### src/hw/rtl/srb_pkg.sv
// Shared types and constants for the SPI register bank target.
// Used by srb_bank, spi_register_bank_slave_unit, srb_scoreboard_pkg and the testbench; depends on nothing.
package srb_pkg;

  localparam int BANK_DEPTH = 128;
  localparam int BANK_IDX_W = (BANK_DEPTH > 1) ? $clog2(BANK_DEPTH) : 1;
  localparam int ADDR_W     = 7;
  localparam int DATA_W     = 8;
  localparam int DIR_BIT    = 7;

  localparam logic [DATA_W-1:0] HDR_XOR = 8'h55;

  typedef enum logic [1:0] {
    OP_BYTE   = 2'd0,
    OP_SELECT = 2'd1,
    OP_FAULT  = 2'd2
  } op_e;

  typedef enum logic [2:0] {
    TX_NONE,
    TX_ZERO,
    TX_HOLD,
    TX_LOAD,
    TX_TOGGLE
  } tx_act_e;

  typedef struct packed {
    logic              we;
    logic [ADDR_W-1:0] waddr;
    logic [DATA_W-1:0] wdata;
    logic              re;
    logic [ADDR_W-1:0] raddr;
  } bank_req_t;

  function automatic logic in_bank(input logic [ADDR_W-1:0] addr);
    in_bank = (int'(addr) < BANK_DEPTH);
  endfunction

endpackage

### src/hw/rtl/srb_bank.sv
// Register bank storage: one write and one registered read port per cycle.
// Per-entry valid bits make unwritten entries read as zero after reset. Uses srb_pkg.
module srb_bank (
  input  logic                             clk_i,
  input  logic                             rst_ni,
  input  srb_pkg::bank_req_t               req_i,
  output logic [srb_pkg::DATA_W-1:0]       rdata_o
);

  logic [srb_pkg::DATA_W-1:0]     mem_q [srb_pkg::BANK_DEPTH];
  logic [srb_pkg::BANK_DEPTH-1:0] vld_q;
  logic [srb_pkg::DATA_W-1:0]     rdata_q;
  logic                           rok_q;
  logic [srb_pkg::BANK_IDX_W-1:0] widx;
  logic [srb_pkg::BANK_IDX_W-1:0] ridx;
  logic                           wr_en;

  assign widx  = req_i.waddr[srb_pkg::BANK_IDX_W-1:0];
  assign ridx  = req_i.raddr[srb_pkg::BANK_IDX_W-1:0];
  assign wr_en = req_i.we && srb_pkg::in_bank(req_i.waddr);

  always_ff @(posedge clk_i) begin
    if (wr_en) begin
      mem_q[widx] <= req_i.wdata;
    end
    if (req_i.re) begin
      rdata_q <= mem_q[ridx];
    end
  end

  always_ff @(posedge clk_i or negedge rst_ni) begin
    if (!rst_ni) begin
      vld_q <= '0;
      rok_q <= 1'b0;
    end else begin
      if (wr_en) begin
        vld_q[widx] <= 1'b1;
      end
      if (req_i.re) begin
        rok_q <= vld_q[ridx] && srb_pkg::in_bank(req_i.raddr);
      end
    end
  end

  assign rdata_o = rok_q ? rdata_q : '0;

endmodule

### src/hw/rtl/spi_register_bank_slave_unit.sv
// SPI register bank target, top level: packet decode, bank access and result register.
// Uses srb_pkg and srb_bank.
//
// Usage: the input channel takes one SPI event per beat (operation_i: byte
// received, select or fault; rx_byte_i with the byte). Every accepted beat
// gives exactly one result beat on the output channel: the byte loaded for
// transmission, the bank write that happened, and the header check flag.
// Timing: an accepted beat is held in the middle stage, then in the result
// register on out_valid_o. A fetch's bank read is issued on acceptance and its
// data registered; the transmit value is formed and registered on leaving that stage.
// Throughput: one beat per cycle while out_stall_i holds no result, set by the
// single bank read port and the two-stage pipeline behind it.
// Stalls: when out_stall_i holds a result, the middle stage fills, then
// in_stall_o rises in the same cycle; payload and read data hold meanwhile.
// Reset: packet state and transmit value clear; the bank reads as all zero
// through per-entry valid bits, so no clearing pass is needed and the block
// accepts beats as soon as reset is released.
module spi_register_bank_slave_unit (
  input  logic                         clk_i,
  input  logic                         rst_ni,
  input  logic                         in_valid_i,
  output logic                         in_stall_o,
  input  logic [1:0]                   operation_i,
  input  logic [7:0]                   rx_byte_i,
  output logic                         out_valid_o,
  input  logic                         out_stall_i,
  output logic                         tx_valid_o,
  output logic [7:0]                   tx_byte_o,
  output logic                         write_valid_o,
  output logic [6:0]                   write_address_o,
  output logic [7:0]                   write_data_o,
  output logic                         header_bad_o
);

  // packet state
  logic [1:0]                   pos_q, pos_d;
  logic                         parity_q, parity_d;
  logic [srb_pkg::DATA_W-1:0]   first_q, first_d;
  logic                         is_write_q, is_write_d;
  logic                         bad_q, bad_d;
  logic [srb_pkg::ADDR_W-1:0]   addr_q, addr_d;
  logic [srb_pkg::DATA_W-1:0]   tx_hold_q, tx_hold_d;

  // middle stage
  logic                         s1_vld_q;
  srb_pkg::tx_act_e             s1_act_q, s1_act_d;
  logic                         s1_wv_q, s1_wv_d;
  logic [srb_pkg::ADDR_W-1:0]   s1_wa_q, s1_wa_d;
  logic [srb_pkg::DATA_W-1:0]   s1_wd_q, s1_wd_d;
  logic                         s1_hb_q, s1_hb_d;

  // result register
  logic                         out_vld_q;
  logic                         tx_valid_q;
  logic [srb_pkg::DATA_W-1:0]   tx_byte_q, tx_byte_d;
  logic                         wv_q;
  logic [srb_pkg::ADDR_W-1:0]   wa_q;
  logic [srb_pkg::DATA_W-1:0]   wd_q;
  logic                         hb_q;

  logic                         s1_adv;
  logic                         in_acc;
  srb_pkg::bank_req_t           breq;
  logic [srb_pkg::DATA_W-1:0]   rdata;

  assign s1_adv     = s1_vld_q && (!out_vld_q || !out_stall_i);
  assign in_stall_o = s1_vld_q && !s1_adv;
  assign in_acc     = in_valid_i && !in_stall_o;

  srb_bank u_bank (
    .clk_i   (clk_i),
    .rst_ni  (rst_ni),
    .req_i   (breq),
    .rdata_o (rdata)
  );

  always_comb begin
    pos_d      = pos_q;
    parity_d   = parity_q;
    first_d    = first_q;
    is_write_d = is_write_q;
    bad_d      = bad_q;
    addr_d     = addr_q;
    s1_act_d   = srb_pkg::TX_NONE;
    s1_wv_d    = 1'b0;
    s1_wa_d    = '0;
    s1_wd_d    = '0;
    s1_hb_d    = 1'b0;
    breq       = '0;
    breq.waddr = addr_q;
    breq.wdata = rx_byte_i;
    case (operation_i)
      srb_pkg::OP_SELECT, srb_pkg::OP_FAULT: begin
        pos_d    = 2'd0;
        parity_d = 1'b0;
        s1_act_d = srb_pkg::TX_ZERO;
      end
      srb_pkg::OP_BYTE: begin
        s1_act_d = srb_pkg::TX_HOLD;
        case (pos_q)
          2'd0: begin
            first_d    = rx_byte_i;
            is_write_d = rx_byte_i[srb_pkg::DIR_BIT];
          end
          2'd1: begin
            bad_d   = (rx_byte_i ^ srb_pkg::HDR_XOR) != first_q;
            s1_hb_d = bad_d;
            addr_d  = first_q[srb_pkg::ADDR_W-1:0];
            if (!bad_d && !is_write_q) begin
              breq.re    = 1'b1;
              breq.raddr = first_q[srb_pkg::ADDR_W-1:0];
              addr_d     = first_q[srb_pkg::ADDR_W-1:0] + 7'd1;
              s1_act_d   = srb_pkg::TX_LOAD;
            end
          end
          default: begin
            if (!bad_q) begin
              if (is_write_q) begin
                if (srb_pkg::in_bank(addr_q)) begin
                  breq.we = 1'b1;
                  s1_wv_d = 1'b1;
                  s1_wa_d = addr_q;
                  s1_wd_d = rx_byte_i;
                end
                addr_d = addr_q + 7'd1;
              end else if (parity_q) begin
                breq.re    = 1'b1;
                breq.raddr = addr_q;
                addr_d     = addr_q + 7'd1;
                s1_act_d   = srb_pkg::TX_LOAD;
              end else begin
                s1_act_d = srb_pkg::TX_TOGGLE;
              end
            end
          end
        endcase
        if (pos_q != 2'd2) begin
          pos_d = pos_q + 2'd1;
        end
        parity_d = !parity_q;
      end
      default: begin
      end
    endcase
    if (!in_acc) begin
      breq.we = 1'b0;
      breq.re = 1'b0;
    end
  end

  always_comb begin
    tx_hold_d = tx_hold_q;
    case (s1_act_q)
      srb_pkg::TX_LOAD:   tx_hold_d = rdata;
      srb_pkg::TX_TOGGLE: tx_hold_d = tx_hold_q ^ srb_pkg::HDR_XOR;
      default:            tx_hold_d = tx_hold_q;
    endcase
    tx_byte_d = (s1_act_q == srb_pkg::TX_NONE || s1_act_q == srb_pkg::TX_ZERO) ?
                '0 : tx_hold_d;
  end

  always_ff @(posedge clk_i or negedge rst_ni) begin
    if (!rst_ni) begin
      pos_q      <= 2'd0;
      parity_q   <= 1'b0;
      first_q    <= '0;
      is_write_q <= 1'b0;
      bad_q      <= 1'b0;
      addr_q     <= '0;
      tx_hold_q  <= '0;
      s1_vld_q   <= 1'b0;
      s1_act_q   <= srb_pkg::TX_NONE;
      out_vld_q  <= 1'b0;
    end else begin
      if (in_acc) begin
        pos_q      <= pos_d;
        parity_q   <= parity_d;
        first_q    <= first_d;
        is_write_q <= is_write_d;
        bad_q      <= bad_d;
        addr_q     <= addr_d;
        s1_act_q   <= s1_act_d;
      end
      if (in_acc) begin
        s1_vld_q <= 1'b1;
      end else if (s1_adv) begin
        s1_vld_q <= 1'b0;
      end
      if (s1_adv) begin
        tx_hold_q <= tx_hold_d;
        out_vld_q <= 1'b1;
      end else if (!out_stall_i) begin
        out_vld_q <= 1'b0;
      end
    end
  end

  always_ff @(posedge clk_i) begin
    if (in_acc) begin
      s1_wv_q <= s1_wv_d;
      s1_wa_q <= s1_wa_d;
      s1_wd_q <= s1_wd_d;
      s1_hb_q <= s1_hb_d;
    end
    if (s1_adv) begin
      tx_valid_q <= (s1_act_q != srb_pkg::TX_NONE);
      tx_byte_q  <= tx_byte_d;
      wv_q       <= s1_wv_q;
      wa_q       <= s1_wa_q;
      wd_q       <= s1_wd_q;
      hb_q       <= s1_hb_q;
    end
  end

  assign out_valid_o     = out_vld_q;
  assign tx_valid_o      = tx_valid_q;
  assign tx_byte_o       = tx_byte_q;
  assign write_valid_o   = wv_q;
  assign write_address_o = wa_q;
  assign write_data_o    = wd_q;
  assign header_bad_o    = hb_q;

endmodule

### config.mk
export PLATFORM = sky130hd
export DESIGN_NAME = spi_register_bank_slave_unit
export DESIGN_NICKNAME = d
export VERILOG_FILES = /design/src/hw/rtl/srb_pkg.sv /design/src/hw/rtl/srb_bank.sv /design/src/hw/rtl/spi_register_bank_slave_unit.sv
export SDC_FILE = /design/constraint.sdc
export NUM_CORES = 2
export LEC_CHECK = 0
export ABC_AREA = 0
export ABC_CLOCK_PERIOD_IN_PS = 3550
export BUFFER_PORTS_ARGS = -buffer_cell sky130_fd_sc_hd__buf_2
export CAP_MARGIN = 10
export CORE_MARGIN = 2
export CORE_UTILIZATION = 45
export DETAILED_ROUTE_END_ITERATION = 10
export SLEW_MARGIN = 20
export SYNTH_ARGS = -nofsm -noshare
export SYNTH_HDL_FRONTEND = slang
export SYNTH_HIERARCHICAL = 1
export SYNTH_SLANG_ARGS = --single-unit
### constraint.sdc
create_clock -name clk_i -period 3.55 [get_ports clk_i]
set_input_delay 0.1775 -clock clk_i [delete_from_list [all_inputs] [get_ports clk_i]]
set_output_delay 0.1775 -clock clk_i [all_outputs]
set_load 0.03 [all_outputs]
# Yosys cells after proc, flatten, opt, wreduce, memory -nomap -nowiden
# Memory sizes are Yosys's and may differ from the RTL's. A register that Yosys moved wholly into a read port is not among the register bits.
# Index checks and enable logic that the tools add are counted.
# totals
latchBits	0
out_inout_bits	28
romBits	0
ramBits	1024
reg_bits	205
mem_count	1
# memory_table
name	words	width	read_ports	rd_clocked_by_memory_dff	wr	line	source
u_bank.mem_q	128	8	1	1	1	srb_bank.sv:10	logic [srb_pkg::DATA_W-1:0] mem_q [srb_pkg::BANK_DEPTH];
# classes
muxes	38
magnitude_cmp	3
bitwise	6
n_reduce_logical	30
n_div	0
n_addsub	3
eq_ne	11
mul	0
shifts	0
# op_table
op	n
128-bit OR	1
8-bit 2-to-1 mux	6
8-bit one-hot mux with 2 select lines	2
7-bit 2-to-1 mux	4
7-bit by 8-bit less-than comparator with 1-bit output (second input constant)	2
1-bit 2-to-1 mux	15
7-bit by 1-bit adder with 7-bit output (second input constant)	2
7-bit one-hot mux with 2 select lines	1
3-bit one-hot mux with 2 select lines	2
3-bit 2-to-1 mux	3
3-bit AND reduction	3
8-bit != test	1
4-bit inverter	2
1-bit binary-select mux with 7-bit select	1
1-bit demux with 7-bit select	1
7-bit by 1-bit greater-or-equal comparator with 1-bit output (second input constant)	1
1-bit zero test	7
3-bit nonzero test	2
1-bit logical AND	5
5-bit AND reduction	1
5-bit OR reduction	1
2-bit by 1-bit == test with 1-bit output (second input constant)	2
2-bit zero test	2
2-bit by 1-bit != test with 1-bit output (second input constant)	2
15 further kinds	22

# Longest topological paths before layout
# depth
ltp_word	10
depth_mapped	18

# Hierarchy
# Netlist, hierarchy kept.
# by_module_without_submodules
module	cells_per_inst	instances	seq_area_each_um2	area_each_um2
srb_bank	2039	1	34217.8	44881.8
spi_register_bank_slave_unit	310	1	2092.0	3611.0

# Worst setup path after synthesis
# OpenSTA, ideal clock, no wires.
# synth_timing
path_kind	register to register
from	reg first_q[2] (netlist name)
to	reg u_bank/rdata_q[6] (netlist name) (read register of u_bank.mem_q) (data pin)
synth_period_minus_slack_ns	3.450
required_ns	3.290
path_stages_with_launch	15
arrival_ns	3.190
path_slack_ns	0.100
cell_sequence	dfrtp_1 buf_2 xor2_1 nand4_2 nor2_2 ha_1 a22oi_1 nor2_1 buf_6 buf_6 buf_2 mux4_2 mux4_2 o22ai_1 nor4_1
# synth_rtl
item	line	source
start: declaration	spi_register_bank_slave_unit.sv:38	logic [srb_pkg::DATA_W-1:0] first_q, first_d;
start signal: assignment	spi_register_bank_slave_unit.sv:178	first_q <= first_d;
end: declaration	srb_bank.sv:12	logic [srb_pkg::DATA_W-1:0] rdata_q;

==> impl_metrics.ini <==
[pwr]
p_int_w = 0.0240
seq_power_share_pct = 52.8
sw_frac_of_total_pct = 21.6
clock_power_share_pct = 42.4
peakVddDrop_mv = 0.433
p_sw_w = 0.00660
power.density_nw_per_um2 = 527
p_leak_nw = 19.7
pwr-share-comb_pct = 4.8

[sta]
setup_slack_ns = -0.0755
max-slew-margin-rel_pct = 29.4
period_minus_slack_ns = 3.63
hold_viol = 0
fmax_ghz = 0.276
fin_crit_sh_pct = 102
clock_skew_ns = 0.0264
hold_slack_ns = 0.0376
worst_pin_slew_ns = 1.06
rsz0062_at_grt = yes
maxSlewViolCount = 0
setup_viol = 8

[status]
run_status = finished with violations
violations = setup timing

[worst_setup_path]
cp_slowest_stage_delay_ns = 0.58
end_kind = flip-flop
startpoint_type = flip-flop
crit_path_cell_trace = xnor2_1, nand4_4, nor2_4, ha_4, a22oi_2, nor2_4, buf_6, buf_16, buf_16, mux4_2, mux4_2, o22ai_1, buf_4, nor4_2
critical_path_peak_fanout = 13
crit_arrival_ns = 4.09
cp.required_ns = 4.01
r2r_setup_slack_ns = -0.08
crit_type = flip-flop to flip-flop
slowest_stage = mux4_2

[clock_tree]
ctsHtreeMaxLevel = 4
cts_made_buffers = 130
clock_latency_ns = 0.73
clock_path_buffers = 3
clkTransAtPathRegs_ns = 0.06
cts_tree = built
clock-root-buffer = clkbuf_16
clock-sinks = 1236

[placed_design]
dp_hpwl_um = 77600
dp_cells = 3957
gp_congestion = 0.897
port_buffers = 41

[cells_and_area]
final_common_cell = edfxtp_1
antennaDiodeCount = 0
layout.nets = 2761
final_cell_mix = edfxtp_1 (1,075), mux4_2 (346), buf_4 (253)
layout.cells.non_filler = 4251
syn_to_final_growth_pct = 19.5
drive_above_1_share_pct = 38.4

[yosys]
netlist_area_sq_um = 48500
synth-seq-area-share_pct = 74.9
synthDistinctLibCells = 62
yosysWarningCount = 6
yosysTopAreaCell = edfxtp_1
yosys-top-cells-area = edfxtp_1 (67%), mux4_2 (16%), dfrtp_1 (8.3%)
synthCells = 2349
synth_edf_count = 1075
synth_fp_nets = 2371
synth_top_area_share_pct = 66.6
synth_ff_type = edfxtp_1
postSynth.asyncResetShare_pct = 13.0
synth.avg_cell_area_sq_um = 20.6
synth-seq-cells = 1236

[grt]
grt_util_all_layers_pct = 22.7
grt_pass1_wl_um = 181000
grt_antenna_before_repair = 7
first_global_vias = 25300
globalRouteOverflowTotal = 0
grt_max_degree = 107

[floorplanning]
design.die.area_sq_um = 110000
die_w_um = 332
rows = 120
ios = 42
dieHeight_um = 332
core_sq_um = 107000
initial_core_util_pct = 45.4

[flow_run]
max-cap-violations = 0

[worst_hold_path]
hp-class = input pin to flip-flop

[routing]
drt-initial-drc-count = 2877
ant_nets = 0
wirelength_um = 124000
route.detailed.drc = 0
via_count = 25100
drt_pass1_iterations = 5
wire_per_inst_um = 29.1
viasPerCell = 5.91
[flip-flops by register name (all words and copies together) (netlist names), 2 cells and up]
signal           flops
addr_q               7
pos_q                2
s1_wd_q              8
first_q              8
write_data_o         8
tx_byte_o            8
u_bank/vld_q       128
u_bank/rdata_q       8
s1_wa_q              7
write_address_o      7
tx_hold_q            8
u_bank/mem_q      1024
s1_act_q             3
[area by class of cell]
type / instances / area (sq um)
fillers: 8153 / 48900
flip-flops and latches: 1236 / 36300
multi-input cells: 980 / 12000
repair buffers: 369 / 3720
clock buffers: 189 / 3700
well taps: 1403 / 1760
clock inverters: 52 / 392
inverters: 22 / 85.1
[metal layers]
metal / track usage [%] / vias up / part of all wire, %
li1: - / 10400 / -
met4: 6.43 / 4 / 2.6
met3: 3.64 / 180 / 6.4
met1: 32.5 / 13600 / 42
met5: 0 / - / 0.025
met2: 36.3 / 958 / 49
[power groups by stage]
stage	logic [W]	clock network [W]	registers, W
final	0.00147	0.0129	0.0161
after global routing	0.00158	0.0138	0.0162
after CTS	0.00140	0.0132	0.0161
after detailed placement	0.00134	0	0.0164
after global placement	0.00130	0	0.0164
after floorplan	0.000596	0	0.0165
[timing repair]
action / in CTS / in global routing
setup buffers: 19 / 14
endpoints found under the hold margin: 91 / 0
pin swaps: 9 / 7
hold buffers: 5 / 0
gates resized for setup: 88 / 30
cloned: 15 / 4
setup endpoints to repair: 9 / 9
[Yosys cell counts, drive strengths merged, types with 4 or more instances]
cell type and count:
nand3 24, nor2b 8, ha 8, inv 22, nand3b 10, or2 128, nor4 10, and2 28
o211ai 4, a22oi 5, nand2 43, nor3 14, a221oi 6, buf 67, nand4 6, mux2 11
xor2 5, or3b 4, or3 4, nand2b 8, nor3b 7, clkbuf 44, and3 9, edfxtp 1075
o21ai 23, xnor2 7, mux2i 15, a22o 9, a211oi 6, dfrtp 161, nor2 155, o22ai 41
a21oi 15, mux4 346
[cells by family after synthesis]
kind of cell	count (synthesis)	share of synthesized area, %
muxes	372	16.6
AOI/OAI and AO/OA	127	1.76
buffers and inverters	133	1.29
adders and majority gates	8	0.206
DFF	1236	74.9
and+or+nand+nor	461	5.00
xor gates and xnor gates	12	0.232
[stage by stage]
step	setup TNS [ns]	total power, W	instance area [sq um]	worst slack, ns	utilization [%]
after global placement	-4.03	0.0177	52400	-0.573	49.1
after detailed placement	-3.90	0.0178	52400	-0.580	49.1
after floorplan	0	0.0171	48500	0.100	-
final	-0.391	0.0306	58000	-0.0755	54.2
after CTS	-0.472	0.0307	57600	-0.0868	53.9
after global routing	-1.22	0.0315	58000	-0.159	54.2
[critical path, delay by kind of cell (launching register included)]
family | cells | cell delay (ns)
DFF | 1 | 0.38
buffers and inverters | 4 | 0.67
xor gates and xnor gates | 1 | 0.24
and+or+nand+nor | 4 | 0.52
AOI/OAI and AO/OA | 2 | 0.29
adders and majority gates | 1 | 0.14
muxes | 2 | 1.10
[worst paths after layout]
path,start,to,cells past startpoint
setup / recovery,first_q[3],u_bank/rdata_q[5],14
hold / removal,rx_byte_i[0],u_bank/mem_q[110][0],2
setup reg to reg,first_q[3],u_bank/rdata_q[5],14
hold reg to reg,s1_wd_q[0],write_data_o[0],0
max in group asynchronous,rst_ni,u_bank/vld_q[10],3
min in group asynchronous,rst_ni,u_bank/vld_q[20],2
No activity file was read; power rests on OpenSTA's default activity.
